<file path="src/design/esc_pkg.sv">
// Package for the epoch-seconds to calendar converter: microcode, tables and encoders.
package esc_pkg;

  localparam logic [31:0] END_OF_RANGE  = 32'd4102444800;
  localparam logic [11:0] FIRST_YEAR    = 12'd1970;
  localparam logic [11:0] LAST_YEAR     = 12'd2099;
  localparam logic [11:0] CENTURY_2000  = 12'd2000;
  localparam logic [11:0] CENTURY_1900  = 12'd1900;
  localparam logic [15:0] EPOCH_WEEKDAY = 16'd4;
  localparam logic [3:0]  LAST_MONTH    = 4'd12;
  localparam int unsigned PC_W          = 5;

  typedef logic [PC_W-1:0] pc_t;

  typedef enum logic [3:0] {
    OP_LOAD,
    OP_MUL,
    OP_REM,
    OP_FIX,
    OP_DAYS,
    OP_WDAY,
    OP_HOUR,
    OP_MINSEC,
    OP_YEAR,
    OP_FIN
  } op_e;

  typedef enum logic [2:0] {
    OP2_NONE,
    OP2_MONTH
  } op2_e;

  typedef enum logic [1:0] {
    DSEL_DAY,
    DSEL_WEEK,
    DSEL_HOUR,
    DSEL_MIN
  } dsel_e;

  typedef enum logic [1:0] {
    JMP_NONE,
    JMP_OOR,
    JMP_SUB
  } jmp_e;

  typedef struct packed {
    op_e        op;
    op2_e       op2;
    dsel_e      dsel;
    jmp_e       jcond;
    pc_t        target;
  } ctrl_t;

  localparam pc_t PC_FIN = pc_t'(19);

  function automatic ctrl_t esc_rom(input pc_t pc);
    ctrl_t w;
    w = '{op: OP_FIN, op2: OP2_NONE, dsel: DSEL_DAY, jcond: JMP_NONE, target: PC_FIN};
    unique case (pc)
      pc_t'(0):  w = '{OP_LOAD,   OP2_NONE,  DSEL_DAY,  JMP_OOR,  PC_FIN};
      pc_t'(1):  w = '{OP_MUL,    OP2_NONE,  DSEL_DAY,  JMP_NONE, PC_FIN};
      pc_t'(2):  w = '{OP_REM,    OP2_NONE,  DSEL_DAY,  JMP_NONE, PC_FIN};
      pc_t'(3):  w = '{OP_FIX,    OP2_NONE,  DSEL_DAY,  JMP_NONE, PC_FIN};
      pc_t'(4):  w = '{OP_DAYS,   OP2_NONE,  DSEL_DAY,  JMP_NONE, PC_FIN};
      pc_t'(5):  w = '{OP_MUL,    OP2_NONE,  DSEL_WEEK, JMP_NONE, PC_FIN};
      pc_t'(6):  w = '{OP_REM,    OP2_NONE,  DSEL_WEEK, JMP_NONE, PC_FIN};
      pc_t'(7):  w = '{OP_FIX,    OP2_NONE,  DSEL_WEEK, JMP_NONE, PC_FIN};
      pc_t'(8):  w = '{OP_WDAY,   OP2_NONE,  DSEL_DAY,  JMP_NONE, PC_FIN};
      pc_t'(9):  w = '{OP_MUL,    OP2_NONE,  DSEL_HOUR, JMP_NONE, PC_FIN};
      pc_t'(10): w = '{OP_REM,    OP2_NONE,  DSEL_HOUR, JMP_NONE, PC_FIN};
      pc_t'(11): w = '{OP_FIX,    OP2_NONE,  DSEL_HOUR, JMP_NONE, PC_FIN};
      pc_t'(12): w = '{OP_HOUR,   OP2_NONE,  DSEL_DAY,  JMP_NONE, PC_FIN};
      pc_t'(13): w = '{OP_MUL,    OP2_NONE,  DSEL_MIN,  JMP_NONE, PC_FIN};
      pc_t'(14): w = '{OP_REM,    OP2_NONE,  DSEL_MIN,  JMP_NONE, PC_FIN};
      pc_t'(15): w = '{OP_FIX,    OP2_NONE,  DSEL_MIN,  JMP_NONE, PC_FIN};
      pc_t'(16): w = '{OP_MINSEC, OP2_NONE,  DSEL_DAY,  JMP_NONE, PC_FIN};
      pc_t'(17): w = '{OP_YEAR,   OP2_NONE,  DSEL_DAY,  JMP_SUB,  pc_t'(17)};
      pc_t'(18): w = '{OP_YEAR,   OP2_MONTH, DSEL_DAY,  JMP_SUB,  pc_t'(18)};
      default:   w = '{OP_FIN,    OP2_NONE,  DSEL_DAY,  JMP_NONE, PC_FIN};
    endcase
    return w;
  endfunction

  function automatic logic [16:0] esc_divisor(input dsel_e sel);
    logic [16:0] d;
    d = 17'd86400;
    unique case (sel)
      DSEL_DAY:  d = 17'd86400;
      DSEL_WEEK: d = 17'd7;
      DSEL_HOUR: d = 17'd3600;
      DSEL_MIN:  d = 17'd60;
      default:   d = 17'd86400;
    endcase
    return d;
  endfunction

  // floor of 2**42 over the divisor for a day, floor of 2**17 over it otherwise
  function automatic logic [25:0] esc_magic(input dsel_e sel);
    logic [25:0] m;
    m = 26'd50903316;
    unique case (sel)
      DSEL_DAY:  m = 26'd50903316;
      DSEL_WEEK: m = 26'd18724;
      DSEL_HOUR: m = 26'd36;
      DSEL_MIN:  m = 26'd2184;
      default:   m = 26'd50903316;
    endcase
    return m;
  endfunction

  function automatic logic [8:0] esc_month_len(input logic [3:0] month, input logic leap);
    logic [8:0] n;
    n = 9'd31;
    case (month)
      4'd2:                     n = leap ? 9'd29 : 9'd28;
      4'd4, 4'd6, 4'd9, 4'd11:  n = 9'd30;
      default:                  n = 9'd31;
    endcase
    return n;
  endfunction

  // two BCD digits of a value below 100
  function automatic logic [7:0] esc_bcd2(input logic [6:0] v);
    logic [14:0] p;
    logic [3:0]  tens;
    logic [6:0]  ones;
    p    = 15'(v) * 15'd205;
    tens = p[14:11];
    ones = v - 7'(tens) * 7'd10;
    return {tens, ones[3:0]};
  endfunction

endpackage

</file>
<file path="src/design/epoch_seconds_to_calendar_top.sv">
// Epoch-seconds to calendar converter: microcoded sequencer and shared divide datapath.
//
// Input stream: s_axis_tdata carries a 32-bit count of seconds since 1970-01-01 00:00:00.
// Output stream: m_axis_tdata carries year, month, day, hour, minute, second and weekday;
// m_axis_tuser is the out-of-range flag (count past end of 2099, all fields then zero).
// cfg_we_i/cfg_wdata_i write the mode bit: 0 binary fields, 1 packed BCD fields
// (weekday stays binary). Write it only while no conversion is in flight.
// One item is converted at a time. A short program in a control ROM steps a single
// reciprocal-multiply unit: each division by a constant (seconds of a day, seven,
// seconds of an hour, sixty) takes a multiply, a remainder and a correction step.
// Then the year loop takes one step per elapsed year plus one (up to 130) and the
// month loop one step per elapsed month plus one (up to 12).
// The time from transfer in to result valid varies with the year and month loops;
// an out-of-range count jumps from the first step straight to the final one.
// The result sits in an output register; the next item is taken as soon as the
// sequencer is free, and a stalled receiver only holds the final step of the next item.
// Reset clears the sequencer, the output valid and the mode bit (binary).
module epoch_seconds_to_calendar_top (
  input  logic        clk_i,
  input  logic        rst_ni,
  input  logic        s_axis_tvalid,
  output logic        s_axis_tready,
  input  logic [31:0] s_axis_tdata,   // [31:0] epoch_seconds
  output logic        m_axis_tvalid,
  input  logic        m_axis_tready,
  // [13:0] year_out, [18:14] month_out, [24:19] day_out, [30:25] hour_out,
  // [37:31] minute_out, [44:38] second_out, [47:45] weekday_out
  output logic [47:0] m_axis_tdata,
  output logic        m_axis_tuser,   // [0] out_of_range
  input  logic        cfg_we_i,
  input  logic        cfg_wdata_i
);
  import esc_pkg::*;

  logic        busy_q, busy_d;
  pc_t         pc_q, pc_d;
  logic        bcd_q;
  logic        oval_q, oval_d;
  logic [31:0] secs_q;
  logic [31:0] acc_q, acc_d;
  logic [15:0] quo_q, quo_d;
  logic [15:0] days_q, days_d;
  logic [16:0] tod_q, tod_d;
  logic [2:0]  wday_q, wday_d;
  logic [4:0]  hour_q, hour_d;
  logic [5:0]  min_q, min_d;
  logic [5:0]  sec_q, sec_d;
  logic [11:0] year_q, year_d;
  logic [3:0]  month_q, month_d;
  logic        oor_q, oor_d;
  logic [47:0] odata_q, odata_d;
  logic        ouser_q, ouser_d;

  ctrl_t       ctrl;
  logic        start;
  logic        fin_go;
  logic [31:0] divisor;
  logic [57:0] mul_prod;
  logic [15:0] quo_est;
  logic [31:0] quo_mul;
  logic        ge;
  logic        leap;
  logic [8:0]  step_len;
  logic        can_sub;
  logic        take;
  logic [13:0] year_enc;
  logic [4:0]  month_enc;
  logic [5:0]  day_enc;
  logic [5:0]  hour_enc;
  logic [6:0]  min_enc;
  logic [6:0]  sec_enc;
  logic [6:0]  day_val;
  logic [6:0]  year_lo;
  logic [7:0]  year_hi;

  assign ctrl          = esc_rom(pc_q);
  assign s_axis_tready = !busy_q;
  assign start         = s_axis_tvalid && !busy_q;
  assign fin_go        = busy_q && (ctrl.op == OP_FIN) && (!oval_q || m_axis_tready);
  assign m_axis_tvalid = oval_q;
  assign m_axis_tdata  = odata_q;
  assign m_axis_tuser  = ouser_q;

  // shared divide unit: estimate by reciprocal, then remainder and one correction
  assign divisor  = 32'(esc_divisor(ctrl.dsel));
  assign mul_prod = 58'(acc_q) * 58'(esc_magic(ctrl.dsel));
  assign quo_est  = (ctrl.dsel == DSEL_DAY) ? mul_prod[57:42] : mul_prod[32:17];
  assign quo_mul  = 32'(quo_q) * divisor;
  assign ge       = acc_q >= divisor;

  // only 2000 is a century year in range, and it is a leap year
  assign leap     = (year_q[1:0] == 2'b00);
  assign step_len = (ctrl.op2 == OP2_MONTH) ? esc_month_len(month_q, leap)
                                            : (leap ? 9'd366 : 9'd365);
  assign can_sub  = (ctrl.op2 == OP2_MONTH) ? (month_q != LAST_MONTH) && (days_q >= 16'(step_len))
                                            : (year_q != LAST_YEAR) && (days_q >= 16'(step_len));

  always_comb begin
    take = 1'b0;
    unique case (ctrl.jcond)
      JMP_NONE:   take = 1'b0;
      JMP_OOR:    take = (secs_q >= END_OF_RANGE);
      JMP_SUB:    take = can_sub;
      default:    take = 1'b0;
    endcase
  end

  // control path
  always_comb begin
    busy_d = busy_q;
    pc_d   = pc_q;
    oval_d = oval_q;
    if (oval_q && m_axis_tready) begin
      oval_d = 1'b0;
    end
    if (start) begin
      busy_d = 1'b1;
      pc_d   = '0;
    end else if (busy_q) begin
      if (ctrl.op == OP_FIN) begin
        if (fin_go) begin
          busy_d = 1'b0;
          oval_d = 1'b1;
        end
      end else begin
        pc_d = take ? ctrl.target : pc_q + pc_t'(1);
      end
    end
  end

  // output encoding
  assign day_val = 7'(days_q) + 7'd1;
  assign year_lo = (year_q >= CENTURY_2000) ? 7'(year_q - CENTURY_2000)
                                            : 7'(year_q - CENTURY_1900);
  assign year_hi = (year_q >= CENTURY_2000) ? 8'h20 : 8'h19;

  always_comb begin
    if (bcd_q) begin
      year_enc  = 14'({year_hi, esc_bcd2(year_lo)});
      month_enc = 5'(esc_bcd2(7'(month_q)));
      day_enc   = 6'(esc_bcd2(day_val));
      hour_enc  = 6'(esc_bcd2(7'(hour_q)));
      min_enc   = 7'(esc_bcd2(7'(min_q)));
      sec_enc   = 7'(esc_bcd2(7'(sec_q)));
    end else begin
      year_enc  = 14'(year_q);
      month_enc = 5'(month_q);
      day_enc   = 6'(day_val);
      hour_enc  = 6'(hour_q);
      min_enc   = 7'(min_q);
      sec_enc   = 7'(sec_q);
    end
  end

  // datapath
  always_comb begin
    acc_d   = acc_q;
    quo_d   = quo_q;
    days_d  = days_q;
    tod_d   = tod_q;
    wday_d  = wday_q;
    hour_d  = hour_q;
    min_d   = min_q;
    sec_d   = sec_q;
    year_d  = year_q;
    month_d = month_q;
    oor_d   = oor_q;
    odata_d = odata_q;
    ouser_d = ouser_q;
    if (start) begin
      // hold nothing: secs_q is loaded in the clocked block
    end else if (busy_q) begin
      unique case (ctrl.op)
        OP_LOAD: begin
          acc_d = secs_q;
          oor_d = (secs_q >= END_OF_RANGE);
        end
        OP_MUL: begin
          quo_d = quo_est;
        end
        OP_REM: begin
          acc_d = acc_q - quo_mul;
        end
        OP_FIX: begin
          if (ge) begin
            acc_d = acc_q - divisor;
            quo_d = quo_q + 16'd1;
          end
        end
        OP_DAYS: begin
          days_d = quo_q;
          tod_d  = acc_q[16:0];
          acc_d  = 32'(quo_q + EPOCH_WEEKDAY);
        end
        OP_WDAY: begin
          wday_d = acc_q[2:0];
          acc_d  = 32'(tod_q);
        end
        OP_HOUR: begin
          hour_d = quo_q[4:0];
        end
        OP_MINSEC: begin
          min_d   = quo_q[5:0];
          sec_d   = acc_q[5:0];
          year_d  = FIRST_YEAR;
          month_d = 4'd1;
        end
        OP_YEAR: begin
          if (can_sub) begin
            days_d = days_q - 16'(step_len);
            if (ctrl.op2 == OP2_MONTH) begin
              month_d = month_q + 4'd1;
            end else begin
              year_d = year_q + 12'd1;
            end
          end
        end
        OP_FIN: begin
          if (fin_go) begin
            ouser_d = oor_q;
            if (oor_q) begin
              odata_d = '0;
            end else begin
              odata_d = {wday_q, sec_enc, min_enc, hour_enc, day_enc, month_enc, year_enc};
            end
          end
        end
        default: begin
        end
      endcase
    end
  end

  always_ff @(posedge clk_i or negedge rst_ni) begin
    if (!rst_ni) begin
      busy_q <= 1'b0;
      pc_q   <= '0;
      oval_q <= 1'b0;
      bcd_q  <= 1'b0;
    end else begin
      busy_q <= busy_d;
      pc_q   <= pc_d;
      oval_q <= oval_d;
      if (cfg_we_i) begin
        bcd_q <= cfg_wdata_i;
      end
    end
  end

  always_ff @(posedge clk_i) begin
    if (start) begin
      secs_q <= s_axis_tdata;
    end
    acc_q   <= acc_d;
    quo_q   <= quo_d;
    days_q  <= days_d;
    tod_q   <= tod_d;
    wday_q  <= wday_d;
    hour_q  <= hour_d;
    min_q   <= min_d;
    sec_q   <= sec_d;
    year_q  <= year_d;
    month_q <= month_d;
    oor_q   <= oor_d;
    odata_q <= odata_d;
    ouser_q <= ouser_d;
  end

endmodule

</file>
<file path="config.mk">
export PLATFORM = sky130hd
export DESIGN_NAME = epoch_seconds_to_calendar_top
export DESIGN_NICKNAME = d
export VERILOG_FILES = /design/src/design/esc_pkg.sv /design/src/design/epoch_seconds_to_calendar_top.sv
export SDC_FILE = /design/constraint.sdc
export NUM_CORES = 2
export LEC_CHECK = 0
export ABC_AREA = 1
export CAP_MARGIN = 15
export CORE_AREA = 2 2 279 281
export DETAILED_ROUTE_END_ITERATION = 8
export DIE_AREA = 0 0 281 283
export DONT_BUFFER_PORTS = 1
export PLACE_DENSITY = 0.79
export REMOVE_ABC_BUFFERS = 1
export SYNTH_ARGS = -nofsm -noshare
export SYNTH_HDL_FRONTEND = slang
export SYNTH_SLANG_ARGS = --single-unit
</file>
<file path="constraint.sdc">
create_clock -name clk_i -period 7.9 [get_ports clk_i]
set_input_delay 1.185 -clock clk_i [delete_from_list [all_inputs] [get_ports clk_i]]
set_output_delay 1.185 -clock clk_i [all_outputs]
set_load 0.05 [all_outputs]
</file>
**After elaboration in Yosys (flattened, before gate mapping)**

Memories as Yosys holds them, arrays and structs flattened.
Index checks and enable logic that the tools add are counted.

- Bitwise logic cells: 2
- Div/mod/pow operators: 0
- Order comparisons: 4
- Reduce and logical (&&, ||, !) cells: 31
- Add/sub/neg operators: 17
- Eq/ne operators: 27
- Multiplexer cells: 42
- Multipliers: 14
- Shift operators: 0

Operator list:

| kind | count |
|---|---|
| $pmux W32 S5 | 1 |
| $pmux W26 S4 | 1 |
| $pmux W17 S4 | 1 |
| $pmux W16 S2 | 2 |
| $mul A32 B26 Y58 | 1 |
| $mux W16 | 3 |
| $mux W12 | 3 |
| $ge A32 B17 Y1 | 1 |
| $ge A32 B32 Y1 const B | 1 |
| $mul A16 B17 Y32 | 1 |
| $mux W32 | 1 |
| $sub A32 B17 Y32 | 1 |
| $sub A32 B32 Y32 | 1 |
| $mul A7 B8 Y15 const B | 2 |
| $mul A6 B8 Y14 const B | 2 |
| $mux W5 | 5 |
| $eq A4 B3 Y1 const B | 6 |
| $mux W6 | 4 |
| $pmux W12 S2 | 1 |
| $sub A4 B4 Y4 | 6 |
| $add A16 B3 Y17 const B | 1 |
| $add A16 B1 Y16 const B | 1 |
| $eq A4 B4 Y1 const B | 4 |
| $ge A16 B9 Y1 | 1 |
| other kinds (43) | 86 |

- Logic and storage cells: 157
- Register bits: 207
- Latch bits: 0
- Bits of input ports: 38
- Output and inout bits: 51
- Memory bits (read-only): 352
- RAM bits: 0
- Memories: 1

Memory list:

| memory | words | bits a word | rd ports | clocked after memory_dff | wr ports | RTL line | source |
|---|---|---|---|---|---|---|---|
| (no name shown) | 32 | 11 | 1 | 0 | 0 | esc_pkg.sv:59 | `unique case (pc)` |

**Logic depth before layout (Yosys ltp)**

- Word-level depth: 12
- Mapped depth: 39
- Gate-level depth less buffers: 37

**Worst setup path after synthesis**

Ideal clock, no wire load.

- Path type: register to register
- From: register pc_q[0]
- To: register quo_q[5] (data pin)
- Library setup time: 253 ps
- Setup slack: 547 ps
- Required time: 7647 ps
- Data arrival time: 7100 ps
- Clock period less this slack: 7353 ps
- Path buffers: 2
- Stages on the path, launching flop included: 34
- Cells stage by stage: dfrtp_1 > inv_1 > ha_1 > nor2_2 > nand2_1 > inv_1 > ha_1 > clkbuf_1 > clkbuf_1 > nor2_1 > fa_1 > fa_1 > inv_1 > fa_1 > fa_1 > inv_1 > fa_1 > fa_1 > inv_1 > fa_1 > inv_1 > ha_1 > nand2_1 > nor2_1 > inv_1 > nor2_1 > nand3_1 > or2_2 > nand3_1 > a21oi_1 > o21ai_0 > nand2_1 > nand2_1 > nand2_1

- Longest elaborated chain between the ends: 6

Ends and longest elaborated chain:

| item | RTL line | source |
|---|---|---|
| start: declaration | epoch_seconds_to_calendar_top.sv:36 | `pc_t pc_q, pc_d;` |
| start signal: assignment | epoch_seconds_to_calendar_top.sv:242 | `pc_q <= pc_d;` |
| $mem_v2 Z32 W11 (*) | n/a |  |
| $eq A2 B2 Y1 (tied with other cells) | esc_pkg.sv:101 | `unique case (sel)` |
| $pmux W26 S4 | esc_pkg.sv:101 |  |
| $mul A32 B26 Y58 | epoch_seconds_to_calendar_top.sv:86 | `assign mul_prod = 58'(acc_q) * 58'(esc_magic(ctrl.dsel));` |
| $mux W16 | epoch_seconds_to_calendar_top.sv:87 | `assign quo_est = (ctrl.dsel == DSEL_DAY) ? mul_prod[57:42] : mul_prod[32:17];` |
| $pmux W16 S2 (*) | epoch_seconds_to_calendar_top.sv:173 | `unique case (ctrl.op)` |
| end signal: assignment | epoch_seconds_to_calendar_top.sv:255 | `quo_q <= quo_d;` |
| end: declaration | epoch_seconds_to_calendar_top.sv:41 | `logic [15:0] quo_q, quo_d;` |

Mark *: on every way between the ends. The rest lies on a longest branch, timed or not. The select of a mux whose other input is x is not followed.
A chain may end at the register's enable or synchronous reset.

**Worst setup path in the final report**

- From: register pc_q[1]
- To: register quo_q[13] (data pin)

Same word-level chain as after synthesis.

==> impl_metrics.json <==
{
  "worst_ep_required_time_ns": 8.24,
  "max_freq_ghz": 0.131,
  "cts-root-to-sink-buffers": 3,
  "route.vias.total": 34600,
  "outcome": "complete, no violations",
  "critPathMaxStageDelay_ns": 0.54,
  "placeableCoreArea_mm2": 0.0767,
  "cts.root.buffer_cell": "sky130_fd_sc_hd__clkbuf_16",
  "floorplan.io_pins": 89,
  "number_of_enable_flip_flop_cells_after_synthesis": 199,
  "area.growth.synth_to_final_pct": 6.92,
  "die-width_um": 281,
  "dp_hpwl_um": 102000,
  "seq_area_frac_synth_pct": 14.8,
  "cts_tree": "built",
  "mappedNetlistArea_mm2": 0.0419,
  "ys_ff_latch": 207,
  "htreeDepth": 1,
  "syn-instance-count": 5062,
  "critical_path_arrival_ns": 7.98,
  "tritoncts_num_sinks": 207,
  "routed_wl_um": 120000,
  "worst_slew_pin_tran_ns": 0.973,
  "yosysWarnings": 0,
  "synth_top_area_share_pct": 26.1,
  "drcViolationCount": 0,
  "portBuffers": 0,
  "post-synth-top-area-cell": "sky130_fd_sc_hd__fa_1",
  "fraction_of_final_layout_cells_sized_beyond_drive_strength_1_pct": 5.42,
  "floorplan.initialDensity_pct": 54.6,
  "setup.worst_path.end_class": "flip-flop",
  "critical_path.most_common_cell": "sky130_fd_sc_hd__inv_1",
  "finalClockSkew_ns": 0.0423,
  "timing.hold.worst.class": "in -> async",
  "later_pin_clock_latency_in_the_skew_report_ns": 0.60,
  "routed_wire_length_per_instance_um": 19.5,
  "crit_fanout": 17,
  "post_synth.cell_area_avg_um2": 8.27,
  "worst_setup_path_start_kind": "flip-flop",
  "fin_nets": 6431,
  "count_of_endpoints_failing_setup_in_the_final_report": 0,
  "grt_overflow": 0,
  "floorplan.die.height_um": 283,
  "biggest_area_contributors_in_the_synthesized_netlist": "sky130_fd_sc_hd__fa_1 (26%), sky130_fd_sc_hd__ha_1 (22%), sky130_fd_sc_hd__edfxtp_1 (14%)",
  "routed_antenna_nets": 0,
  "post_cts_hold_buffer_count": 0,
  "globalRouteTotalUtil_pct": 30.7,
  "postSynth.asyncResetShare_pct": 3.86,
  "floorplan.die_area_mm2": 0.0795,
  "clock_period_minus_final_worst_setup_slack_ns": 7.64,
  "netlist-cell-type-count": 64,
  "finalNonFillerCells": 6185,
  "rows": 102,
  "final_hold_violations": 0,
  "grt_antenna_before_repair": 0,
  "grt_max_degree": 37,
  "gp_congestion": 1.08,
  "fillers": 6763,
  "timing.setup.critical_path_class": "reg -> reg",
  "detail_route.first_pass.iterations": 8,
  "placed_cells_incl_taps": 6134,
  "crit_path_top_delay_cell": "sky130_fd_sc_hd__fa_1",
  "final_worst_path_cycle_share_pct": 96.7,
  "ys.flop_type": "sky130_fd_sc_hd__edfxtp_1",
  "slew-limit-headroom_pct": 34.6,
  "report.final.slew_viol_count": 0,
  "unrepaired_setup_endpoints_after_global_routing": "yes",
  "cts.reportedPaths.clkPinSlew_ns": 0.07,
  "initialDrtViolationCount": 3351,
  "max_cap_viol_count": 0,
  "grt_pass1_vias": 34800,
  "vias_per_cell": 5.59,
  "cts_made_buffers": 26,
  "wire_length_of_the_first_global_routing_pass_um": 190000
}
==> Yosys cell counts, types with 17 or more instances <==
library cell / number
sky130_fd_sc_hd__o21bai_1: 18
sky130_fd_sc_hd__nor3_1: 39
sky130_fd_sc_hd__a21oi_1: 212
sky130_fd_sc_hd__nand4_1: 47
sky130_fd_sc_hd__o21ai_0: 168
sky130_fd_sc_hd__o22ai_1: 23
sky130_fd_sc_hd__ha_1: 723
sky130_fd_sc_hd__nand3b_1: 27
sky130_fd_sc_hd__xor2_1: 57
sky130_fd_sc_hd__a21o_1: 23
sky130_fd_sc_hd__xnor2_1: 18
sky130_fd_sc_hd__or2_2: 32
sky130_fd_sc_hd__edfxtp_1: 199
sky130_fd_sc_hd__nand3_1: 164
sky130_fd_sc_hd__inv_1: 1318
sky130_fd_sc_hd__clkbuf_1: 42
sky130_fd_sc_hd__o21ai_1: 22
sky130_fd_sc_hd__nor2_1: 509
sky130_fd_sc_hd__inv_2: 17
sky130_fd_sc_hd__fa_1: 545
sky130_fd_sc_hd__nand2_1: 680
sky130_fd_sc_hd__buf_2: 18
==> cells by family after synthesis <==
group | count (synthesis) | synth area share [%]
xor gates and xnor gates | 75 | 1.57
adders and majority gates | 1268 | 47.7
buffers and inverters | 1417 | 12.8
AOI/OAI and AO/OA | 545 | 7.46
and+or+nand+nor | 1550 | 15.7
DFF | 207 | 14.8
==> cell usage in the layout, fill, tap and decap left out, types with 15 or more instances in the layout <==
cell type / netlist / routed
sky130_fd_sc_hd__o22ai_1: 23 / 23
sky130_fd_sc_hd__buf_4: 1 / 101
sky130_fd_sc_hd__o21ai_1: 22 / 25
sky130_fd_sc_hd__nor2_4: 7 / 16
sky130_fd_sc_hd__fa_1: 545 / 545
sky130_fd_sc_hd__edfxtp_1: 199 / 199
sky130_fd_sc_hd__xor2_1: 57 / 57
sky130_fd_sc_hd__nor2_1: 509 / 486
sky130_fd_sc_hd__o21ai_0: 168 / 165
sky130_fd_sc_hd__nand3_1: 164 / 163
sky130_fd_sc_hd__a31oi_1: 15 / 15
sky130_fd_sc_hd__o21bai_1: 18 / 18
sky130_fd_sc_hd__o21a_1: 15 / 15
sky130_fd_sc_hd__a21oi_1: 212 / 208
sky130_fd_sc_hd__nand2_1: 680 / 679
sky130_fd_sc_hd__ha_1: 723 / 715
sky130_fd_sc_hd__inv_1: 1318 / 1317
sky130_fd_sc_hd__nand4_1: 47 / 47
sky130_fd_sc_hd__a21o_1: 23 / 23
sky130_fd_sc_hd__xnor2_1: 18 / 18
sky130_fd_sc_hd__or2_2: 32 / 32
sky130_fd_sc_hd__inv_2: 17 / 18
sky130_fd_sc_hd__nor3_1: 39 / 39
sky130_fd_sc_hd__nand3b_1: 27 / 27
sky130_fd_sc_hd__nor2_2: 8 / 22
sky130_fd_sc_hd__clkbuf_16: 0 / 26
==> path summary, 6_finish.rpt <==
check,startpoint,endpoint,slack [ns],cells after the start
min in group clk_i,secs_q[4],acc_q[4],0.52,2
max in group asynchronous,rst_ni,pc_q[0],7.51,0
worst min-delay path,rst_ni,pc_q[4],0.28,0
worst max-delay path,pc_q[1],quo_q[13],0.26,34
worst min register to register,secs_q[4],acc_q[4],0.52,2
worst max register to register,pc_q[1],quo_q[13],0.26,34
==> per-stage QoR <==
stage	area, um^2	setup TNS, ns	util (%)	hold WS [ns]	setup WS, ns
after floorplan	41500	-14.26	-	0.495	-1.03
after global placement	43700	-0.0468	57.0	0.524	-0.0468
after detailed placement	43700	-0.639	57.0	0.526	-0.181
after CTS	44600	0	58.1	0.271	0.0512
after global routing	44700	-0.0398	58.3	0.273	-0.0286
final	44800	0	58.3	0.277	0.264
==> flip-flops by register name (all words and copies together), names as in the netlist <==
name and count:
m_axis_tvalid 1, m_axis_tdata 48, month_q 4, tod_q 17, secs_q 32, min_q 6
oor_q 1, pc_q 5, acc_q 32, m_axis_tuser 1, hour_q 5, busy_q 1
wday_q 3, days_q 16, bcd_q 1, quo_q 16, sec_q 6, year_q 12
==> critical path, delay by kind of cell (launching register included) <==
family          cells  cell delay [ns]
compound gates      3             0.62
fa+ha+maj           9             3.85
buf+inv            11             1.07
flops               1             0.40
simple gates       11             1.47
==> routing by layer <==
metal  GRT usage [%]  share of wire, %
met2            47.6                44
met5               0                 0
met4            14.6               6.2
met1            41.0                39
met3            6.58                11
==> area by class of cell <==
| class | count | area [um^2] | area share [%] |
|---|---|---|---|
| Multi-Input combinational cell | 3438 | 30500 | 68.1 |
| Inverter | 1346 | 5050 | 11.3 |
| Tap cell | 1040 | 1300 | 2.91 |
| Clock inverter | 18 | 223 | 0.498 |
| Sequential cell | 207 | 6180 | 13.8 |
| Timing Repair Buffer | 106 | 841 | 1.88 |
| Antenna cell | 2 | 5.00 | 0.0112 |
| Clock buffer | 28 | 658 | 1.47 |
==> timing repair <==
action / CTS / global route
setup buffers: 0 / 2
endpoints found under the setup margin: 7 / 20
pin swaps: 0 / 1
resized for setup: 1 / 46
Power is left out: the tool's default activity adds up to more than one toggle a clock period on the data nets, which glitch-free logic cannot reach.
